## src/cbos_pkg.sv

```systemverilog
// Package: shared constants, types and register codes of the tile-order block sorter.
package cbos_pkg;

	localparam int MAX_BLOCKS = 64;
	localparam int IDX_W      = $clog2(MAX_BLOCKS);
	localparam int CNT_W      = IDX_W + 1;
	localparam int COORD_BITS = 20;
	localparam int KEY_BITS   = 48;
	localparam int POS_W      = 6;
	localparam int CFG_W      = 11;
	localparam int COLS_W     = 21;
	localparam int DIV_W      = ((COORD_BITS > COLS_W) ? COORD_BITS : COLS_W) + 1;
	localparam int ADDR_W     = 4;
	localparam int DATA_W     = 32;

	typedef enum logic [1:0] {
		REG_BLOCK_SIZE     = 2'd0,
		REG_CHUNK_EDGE     = 2'd1,
		REG_MATRIX_COLUMNS = 2'd2,
		REG_NONE           = 2'd3
	} reg_idx_t;

	typedef struct packed {
		logic [CFG_W-1:0]  block_size;
		logic [CFG_W-1:0]  chunk_edge;
		logic [COLS_W-1:0] matrix_columns;
	} cfg_t;

	typedef struct packed {
		logic                  start;
		logic [COORD_BITS-1:0] row;
		logic [COORD_BITS-1:0] col;
	} key_req_t;

	typedef struct packed {
		logic                done;
		logic [KEY_BITS-1:0] key;
	} key_rsp_t;

	typedef struct packed {
		logic [COORD_BITS-1:0] row;
		logic [COORD_BITS-1:0] col;
		logic [KEY_BITS-1:0]   key;
	} entry_t;

	typedef enum logic [2:0] {
		KS_IDLE,
		KS_DIV_START,
		KS_DIV_WAIT,
		KS_MUL1,
		KS_MUL2,
		KS_MUL3
	} key_state_t;

	typedef enum logic [2:0] {
		S_LOAD,
		S_KEY,
		S_SCAN,
		S_EMIT
	} top_state_t;

endpackage

```

## src/cbos_divider.sv

```systemverilog
// Restoring divider: one quotient bit per cycle, unsigned.
module cbos_divider import cbos_pkg::*; (
	input  logic             clk,
	input  logic             arst_n,
	input  logic             start,
	input  logic [DIV_W-1:0] dividend,
	input  logic [CFG_W-1:0] divisor,
	output logic             done,
	output logic [DIV_W-1:0] quotient,
	output logic [CFG_W-1:0] remainder
);

	localparam int CNT_DW = $clog2(DIV_W + 1);

	logic              busy_q;
	logic              done_q;
	logic [CNT_DW-1:0] cnt_q;
	logic [DIV_W-1:0]  quo_q;
	logic [CFG_W-1:0]  rem_q;
	logic [CFG_W-1:0]  den_q;
	logic [CFG_W:0]    shifted;
	logic [CFG_W:0]    diff;
	logic              ge;

	always_comb begin
		shifted = {rem_q, quo_q[DIV_W-1]};
		diff    = shifted - {1'b0, den_q};
		ge      = shifted >= {1'b0, den_q};
	end

	always_ff @(posedge clk or negedge arst_n) begin
		if (!arst_n) begin
			busy_q <= 1'b0;
			done_q <= 1'b0;
			cnt_q  <= '0;
		end else begin
			done_q <= !start && busy_q && (cnt_q == CNT_DW'(1));
			if (start) begin
				busy_q <= 1'b1;
				cnt_q  <= CNT_DW'(DIV_W);
			end else if (busy_q) begin
				cnt_q <= cnt_q - 1'b1;
				if (cnt_q == CNT_DW'(1)) begin
					busy_q <= 1'b0;
				end
			end
		end
	end

	always_ff @(posedge clk) begin
		if (start) begin
			quo_q <= dividend;
			rem_q <= '0;
			den_q <= divisor;
		end else if (busy_q) begin
			quo_q <= {quo_q[DIV_W-2:0], ge};
			rem_q <= ge ? diff[CFG_W-1:0] : shifted[CFG_W-1:0];
		end
	end

	assign done      = done_q;
	assign quotient  = quo_q;
	assign remainder = rem_q;

endmodule

```

## src/cbos_key_unit.sv

```systemverilog
// Tile-order key sequencer: six divisions on a shared divider, then three multiply steps.
module cbos_key_unit import cbos_pkg::*; (
	input  logic     clk,
	input  logic     arst_n,
	input  cfg_t     cfg,
	input  key_req_t req,
	output key_rsp_t rsp
);

	key_state_t state_q, state_d;

	logic [2:0]                  step_q;
	logic [COORD_BITS-1:0]       row_q, col_q;
	logic [COORD_BITS-1:0]       bi_q, bj_q, bq_q, cq_q;
	logic [CFG_W-1:0]            br_q, cr_q;
	logic [COLS_W-1:0]           t_q;
	logic [DIV_W-1:0]            cc_q;
	logic [KEY_BITS-1:0]         acc_q;
	logic                        done_q;

	logic [CFG_W-1:0]            bs_eff, c_eff;
	logic                        div_start, div_done;
	logic [DIV_W-1:0]            div_num, div_quo;
	logic [CFG_W-1:0]            div_den, div_rem;
	logic [COORD_BITS+DIV_W-1:0] prod1;
	logic [KEY_BITS-1:0]         mul_a;
	logic [KEY_BITS+CFG_W-1:0]   prod_c;

	assign bs_eff = (cfg.block_size == '0) ? CFG_W'(1) : cfg.block_size;
	assign c_eff  = (cfg.chunk_edge == '0) ? CFG_W'(1) : cfg.chunk_edge;

	always_comb begin
		div_num = '0;
		div_den = bs_eff;
		case (step_q)
			3'd0: div_num = DIV_W'(row_q);
			3'd1: div_num = DIV_W'(col_q);
			3'd2: div_num = DIV_W'(cfg.matrix_columns);
			3'd3: begin
				div_num = DIV_W'(t_q) + DIV_W'(c_eff) - DIV_W'(1);
				div_den = c_eff;
			end
			3'd4: begin
				div_num = DIV_W'(bi_q);
				div_den = c_eff;
			end
			3'd5: begin
				div_num = DIV_W'(bj_q);
				div_den = c_eff;
			end
			default: div_num = '0;
		endcase
	end

	cbos_divider u_div (
		.clk       (clk),
		.arst_n    (arst_n),
		.start     (div_start),
		.dividend  (div_num),
		.divisor   (div_den),
		.done      (div_done),
		.quotient  (div_quo),
		.remainder (div_rem)
	);

	assign prod1 = bq_q * cc_q;
	assign mul_a = (state_q == KS_MUL2) ? acc_q + KEY_BITS'(cq_q) : acc_q + KEY_BITS'(br_q);
	assign prod_c = mul_a * c_eff;

	always_comb begin
		state_d   = state_q;
		div_start = 1'b0;
		case (state_q)
			KS_IDLE:      if (req.start) state_d = KS_DIV_START;
			KS_DIV_START: begin
				div_start = 1'b1;
				state_d   = KS_DIV_WAIT;
			end
			KS_DIV_WAIT:  if (div_done) state_d = (step_q == 3'd5) ? KS_MUL1 : KS_DIV_START;
			KS_MUL1:      state_d = KS_MUL2;
			KS_MUL2:      state_d = KS_MUL3;
			KS_MUL3:      state_d = KS_IDLE;
			default:      state_d = KS_IDLE;
		endcase
	end

	always_ff @(posedge clk or negedge arst_n) begin
		if (!arst_n) begin
			state_q <= KS_IDLE;
			step_q  <= '0;
			done_q  <= 1'b0;
		end else begin
			state_q <= state_d;
			done_q  <= (state_q == KS_MUL3);
			if (state_q == KS_IDLE && req.start) step_q <= '0;
			else if (state_q == KS_DIV_WAIT && div_done) step_q <= step_q + 1'b1;
		end
	end

	always_ff @(posedge clk) begin
		if (state_q == KS_IDLE && req.start) begin
			row_q <= req.row;
			col_q <= req.col;
		end
		if (state_q == KS_DIV_WAIT && div_done) begin
			case (step_q)
				3'd0: bi_q <= div_quo[COORD_BITS-1:0];
				3'd1: bj_q <= div_quo[COORD_BITS-1:0];
				3'd2: t_q  <= div_quo[COLS_W-1:0];
				3'd3: cc_q <= div_quo;
				3'd4: begin
					bq_q <= div_quo[COORD_BITS-1:0];
					br_q <= div_rem;
				end
				3'd5: begin
					cq_q <= div_quo[COORD_BITS-1:0];
					cr_q <= div_rem;
				end
				default: t_q <= t_q;
			endcase
		end
		case (state_q)
			KS_MUL1: acc_q <= KEY_BITS'(prod1);
			KS_MUL2: acc_q <= prod_c[KEY_BITS-1:0];
			KS_MUL3: acc_q <= prod_c[KEY_BITS-1:0] + KEY_BITS'(cr_q);
			default: acc_q <= acc_q;
		endcase
	end

	assign rsp.done = done_q;
	assign rsp.key  = acc_q;

endmodule

```

## config.mk

```make
export PLATFORM = sky130hd
export DESIGN_NAME = cbos_key_unit
export DESIGN_NICKNAME = d
export VERILOG_FILES = /design/src/cbos_pkg.sv /design/src/cbos_divider.sv /design/src/cbos_key_unit.sv
export SDC_FILE = /design/constraint.sdc
export NUM_CORES = 2
export LEC_CHECK = 0
export BUFFER_PORTS_ARGS = -buffer_cell sky130_fd_sc_hd__buf_2
export CAP_MARGIN = 20
export CORE_MARGIN = 1
export CORE_UTILIZATION = 25
export DETAILED_ROUTE_END_ITERATION = 7
export PLACE_DENSITY = 0.44
export SYNTH_ARGS = -nofsm -noshare
export SYNTH_HDL_FRONTEND = slang
export SYNTH_SLANG_ARGS = --single-unit
```

## constraint.sdc

```tcl
create_clock -name clk -period 12.2 [get_ports clk]
set_clock_uncertainty 0.05 [all_clocks]
set_input_delay 1.83 -clock clk [delete_from_list [all_inputs] [get_ports clk]]
set_output_delay 1.83 -clock clk [all_outputs]
set_load 0.01 [all_outputs]
```

# Word level (Yosys, flattened, before mapping)
# Index checks and enable logic that the tools add are counted.
[op_classes] n_mul=2 mux=21 n_reduce_logical=20 order_cmp=1 n_eq_ne=13 n_addsub=8
[ops] operator="$pmux W48 S3" n=1
[ops] operator="$pmux W22 S6" n=1
[ops] operator="$add A48 B11 Y48" n=2
[ops] operator="$add A48 B20 Y48" n=1
[ops] operator="$mul A48 B11 Y48" n=1
[ops] operator="$mux W48" n=1
[ops] operator="$mux W11" n=4
[ops] operator="$mux W22" n=2
[ops] operator="$mul A20 B22 Y42" n=1
[ops] operator="$add A21 B11 Y22" n=1
[ops] operator="$logic_not A11 Y1" n=2
[ops] operator="$sub A22 B1 Y22 const B" n=1
[ops] operator="$pmux W3 S5" n=1
[ops] operator="$reduce_and A2 Y1" n=7
[ops] operator="$eq A3 B2 Y1 const B" n=4
[ops] operator="$eq A3 B3 Y1 const B" n=4
[ops] operator="$ge A12 B11 Y1" n=1
[ops] operator="$mux W3" n=4
[ops] operator="$sub A11 B11 Y11" n=1
[ops] operator="$mux W5" n=2
[ops] operator="$eq A3 B1 Y1 const B" n=2
[ops] operator="$logic_not A3 Y1" n=2
[ops] operator="$eq A5 B1 Y1 const B" n=1
[ops] operator="$sub A5 B1 Y5 const B" n=1
[ops] operator="10 further kinds" n=17
[word_totals] reg_bits=291 out_inout_bits=49

# Logic depth before layout (Yosys ltp)
[logic_depth] depth_word=6 depth_mapped=42 ltp_nobuf=37

# Cells and area by module
# A second synthesis with hierarchy kept.
[hier_totals] cells_unflattened=4566 hier_area_um2=43606.8
[modules_own_cells] mod="cbos_key_unit" area_each_um2=40901.7 n_inst=1 seq_area_each_um2=7171.9 cells_each=4336
[modules_own_cells] mod="cbos_divider" area_each_um2=2705.1 n_inst=1 seq_area_each_um2=1386.3 cells_each=230

# Worst setup path after synthesis
# Ideal clock, no wire load.
[synth_timing] path_type="reg-to-reg" startpoint="reg state_q[1]" endpoint="reg acc_q[42] (data pin)" path_slack_ps=1788 n_path_buf=5 path_stages_with_launch=42 required_time_ps=11884 t_arrival_ps=10096 period_less_slack_ps=10412 setup_time_ps=266 cell_sequence="dfrtp_1 > nand2b_1 > clkbuf_1 > nor2_1 > clkbuf_1 > mux2_2 > ha_1 > fa_1 > a211oi_1 > o211ai_1 > nand3_1 > nand3_1 > a221o_1 > a41oi_1 > clkbuf_1 > or2b_1 > xnor2_1 > clkbuf_1 > [6 not listed] > inv_1 > fa_1 > inv_1 > ha_1 > clkbuf_1 > a21oi_1 > o21a_1 > o21ai_0 > a21o_1 > a221o_1 > a211oi_1 > o2111a_1 > nand4_1 > or3_1 > nor3_2 > or3b_1 > xor2_1 > nor2_1"
[synth_via] elab_chain_len=5 elab_cells_between_ends=7 classes_between="1 x add/sub; 1 x mul; 3 x eq/ne; 2 x mux"
[synth_lines] element="start, declared" line="cbos_key_unit.sv:10" rtl="key_state_t state_q, state_d;"
[synth_lines] element="start signal, assigned" line="cbos_key_unit.sv:93" rtl="state_q <= state_d;"
[synth_lines] element="$eq A3 B3 Y1" line="cbos_key_unit.sv:67, cbos_key_unit.sv:122"
[synth_lines] element="$mux W48" line="cbos_key_unit.sv:67" rtl="assign mul_a = (state_q == KS_MUL2) ? acc_q + KEY_BITS'(cq_q) : acc_q + KEY_BITS'(br_q);"
[synth_lines] element="$mul A48 B11 Y48" line="cbos_key_unit.sv:68" rtl="assign prod_c = mul_a * c_eff;"
[synth_lines] element="$add A48 B11 Y48" line="cbos_key_unit.sv:125" rtl="KS_MUL3: acc_q <= prod_c[KEY_BITS-1:0] + KEY_BITS'(cr_q);"
[synth_lines] element="$pmux W48 S3 (*)" line="cbos_key_unit.sv:122" rtl="case (state_q)"
[synth_lines] element="end signal, assigned" line="cbos_key_unit.sv:123" rtl="KS_MUL1: acc_q <= KEY_BITS'(prod1);"
[synth_lines] element="end signal, assigned" line="cbos_key_unit.sv:125"
[synth_lines] element="end signal, assigned" line="cbos_key_unit.sv:126" rtl="default: acc_q <= acc_q;"
[synth_lines] element="end, declared" line="cbos_key_unit.sv:18" rtl="logic [KEY_BITS-1:0] acc_q;"
# Every way passes the cells marked *; elsewhere a longest branch is shown, timed or not.
# A chain may end at the register's enable or synchronous reset.

# Worst setup path after layout
# Same ends and word-level chain as after synthesis.

==> impl_metrics.ini <==
[final_layout]
nets = 5722
synthToLayoutAreaGrowth_pct = 10.3
final_common_cell = inv_1
stdcell_area_mm2 = 0.0480
drive_gt1_share_pct = 8.02
instances_no_fill = 6953
layout_common_cells = 768 x inv_1, 736 x nand2_1, 723 x fa_1

[routing]
routedWlPerCell_um = 18.8
drc = 0
drt-vias-per-instance = 4.47
vias = 31110
drt_first_pass_iters = 5
detail_route.wirelength_um = 131000
final_antenna_net_count = 0
initialDrtViolationCount = 1442

[die]
dieWidth_um = 419
fp.dieH_um = 419
coreArea_mm2 = 0.172
die-area_mm2 = 0.176
initial_core_util_pct = 25.3
rows = 152
ioPinCount = 135

[hold_path]
min_path_type = flop to flop
min_to = cc_q[20]
hold_start = u_div.quotient[20]
hold_depth = 0

[clocking]
cts_root_buf = clkbuf_16
ctsHoldBuffers = 0
clkTransAtPathRegs_ns = 0.07
cts_setup_buffers = 0
htree_levels = 1
cts.sinks = 291
cts_tree = built
clockBufferDepth = 3
clk_latency_ns = 0.63
cts-resized-gates = 0
cts_made_buffers = 30

[worst_setup_path]
r2r_cells = 36
cpMaxStageDelayCell = fa_1
arrival_ns = 11.52
r2r_start = state_q[1]
crit_top_cell = fa_1
cpPeakStageDelay_ns = 0.54
setup.worst_path.end_class = flop
r2r-end = acc_q[42]
crit_fanout = 19
crit_type = flop to flop
startpoint_type = flop
cp_data_required_time_ns = 12.47
rrSetupSlack_ns = 0.95

[yosys]
synth_top_flop_cell = edfxtp_1
synth_cell_types = 87
syn-cell-area_mm2 = 0.0435
yosysWarnings = 0
ys_seq_elements = 291
synthesis.nets = 5703
synth_edf_count = 266
yosysSeqAreaShare_pct = 19.7
avgSynthCellArea_um2 = 9.46
async_flop_share_pct = 4.81
syn_inst = 4596

[sta]
rsz0062_at_grt = no
setup_viol = 0
final.min_clock_period_ns = 11.25
worstMarginPinSlew_ns = 1.14
layout_worst_path_cycle_share_pct = 92.2
setup-tns-final_ns = 0
whs_ns = 0.439
maxSlewViolCount = 0
hold_viol = 0
max_freq_ghz = 0.0889
slew_headroom_pct = 23.8

[placement]
place_congestion = 0.852
post-place-cells = 6887
dpl.hpwl_um = 104000
placed_cell_area_mm2 = 0.0468
port_buffers = 134

[grt]
overflow = 0
gr-usage-met3_pct = 0.936
use_met2_pct = 26.1
grt_pass1_vias = 33796
use_met1_pct = 20.4
grt_use_total_pct = 15.1
gr-max-usage-layer = met2
grt_pass1_wl_um = 205000
antenna_found_initial = 8
grt_max_degree = 76

[outcome]
outcome = completed

[job]
maxCapViolCount = 0
registers in the layout, summed over array words and instances, names as in the netlist:
register         cells
bq_q                20
row_q               20
done_q               1
bj_q                20
t_q                 21
u_div.done           1
u_div.cnt_q          5
step_q               3
state_q              3
acc_q               48
u_div.quotient      22
u_div.den_q         11
u_div.remainder     11
cr_q                11
cc_q                22
col_q               20
u_div.busy_q         1
cq_q                20
bi_q                20
br_q                11
layout make-up:
type / instances / area, um2
Fill cell: 18334 / 124000
Multi-Input combinational cell: 3297 / 31200
Sequential cell: 291 / 8560
Inverter: 772 / 2900
Tap cell: 2310 / 2890
Timing Repair Buffer: 223 / 1360
Clock buffer: 35 / 865
Clock inverter: 21 / 208
Antenna cell: 4 / 10.0
routing by layer:
metal | up-vias | wire, um | share of wire (%)
li1 | 14535 | - | -
met1 | 15875 | 59800 | 46
met2 | 571 | 63300 | 48
met3 | 129 | 4150 | 3.2
met4 | 0 | 3790 | 2.9
met5 | - | 0 | 0
critical path: cells and delay by family, from the launching register on:
kind            cells  cell delay (ns)
mux                 1             0.40
simple gates       13             2.85
compound gates      7             2.42
flops               1             0.42
xor+xnor            2             0.42
fa+ha+maj           7             3.39
buf+inv             6             0.99
cell usage after synthesis (all sizes together), types with 31 or more instances:
library cell / count / area, um2
and2: 328 / 2050
mux2: 51 / 574
nand2b: 31 / 194
nor2: 151 / 569
nor3: 48 / 257
inv: 769 / 2890
nand3: 41 / 218
a21o: 68 / 510
ha: 298 / 3730
clkbuf: 231 / 867
fa: 723 / 14500
edfxtp: 266 / 7990
nand2: 738 / 2770
o21ai: 143 / 716
a21oi: 157 / 786
xnor2: 122 / 1070
nand4: 31 / 213
xor2: 72 / 638
through the flow:
stage | worst slack [ns] | utilization [%]
after global placement | 0.891 | 27.2
after CTS | 0.807 | 27.8
after detailed placement | 0.858 | 27.2
after floorplan | 1.79 | -
final | 0.948 | 27.9
after global routing | 0.200 | 27.9
kinds of logic after synthesis:
| logic type | after synthesis | synth area share, % |
|---|---|---|
| muxes | 62 | 1.57 |
| DFF | 291 | 19.7 |
| and+or+nand+nor | 1466 | 16.0 |
| xor gates and xnor gates | 198 | 4.13 |
| adders and majority gates | 1021 | 41.8 |
| buffers and inverters | 1008 | 8.71 |
| AOI/OAI and AO/OA | 550 | 8.10 |
worst max-delay path by stage:
stage | startpoint | to | slack (ns) | depth (start not counted)
after floorplan | state_q[1] | acc_q[42] | 1.79 | 41
after global placement | state_q[1] | acc_q[42] | 0.89 | 35
after detailed placement | state_q[1] | acc_q[42] | 0.86 | 35
after CTS | state_q[1] | acc_q[42] | 0.81 | 35
after global routing | state_q[1] | acc_q[41] | 0.20 | 36
final | state_q[1] | acc_q[42] | 0.95 | 36
Power is left out: the tool's default activity adds up to more than one toggle a clock period on the data nets, which glitch-free logic cannot reach.
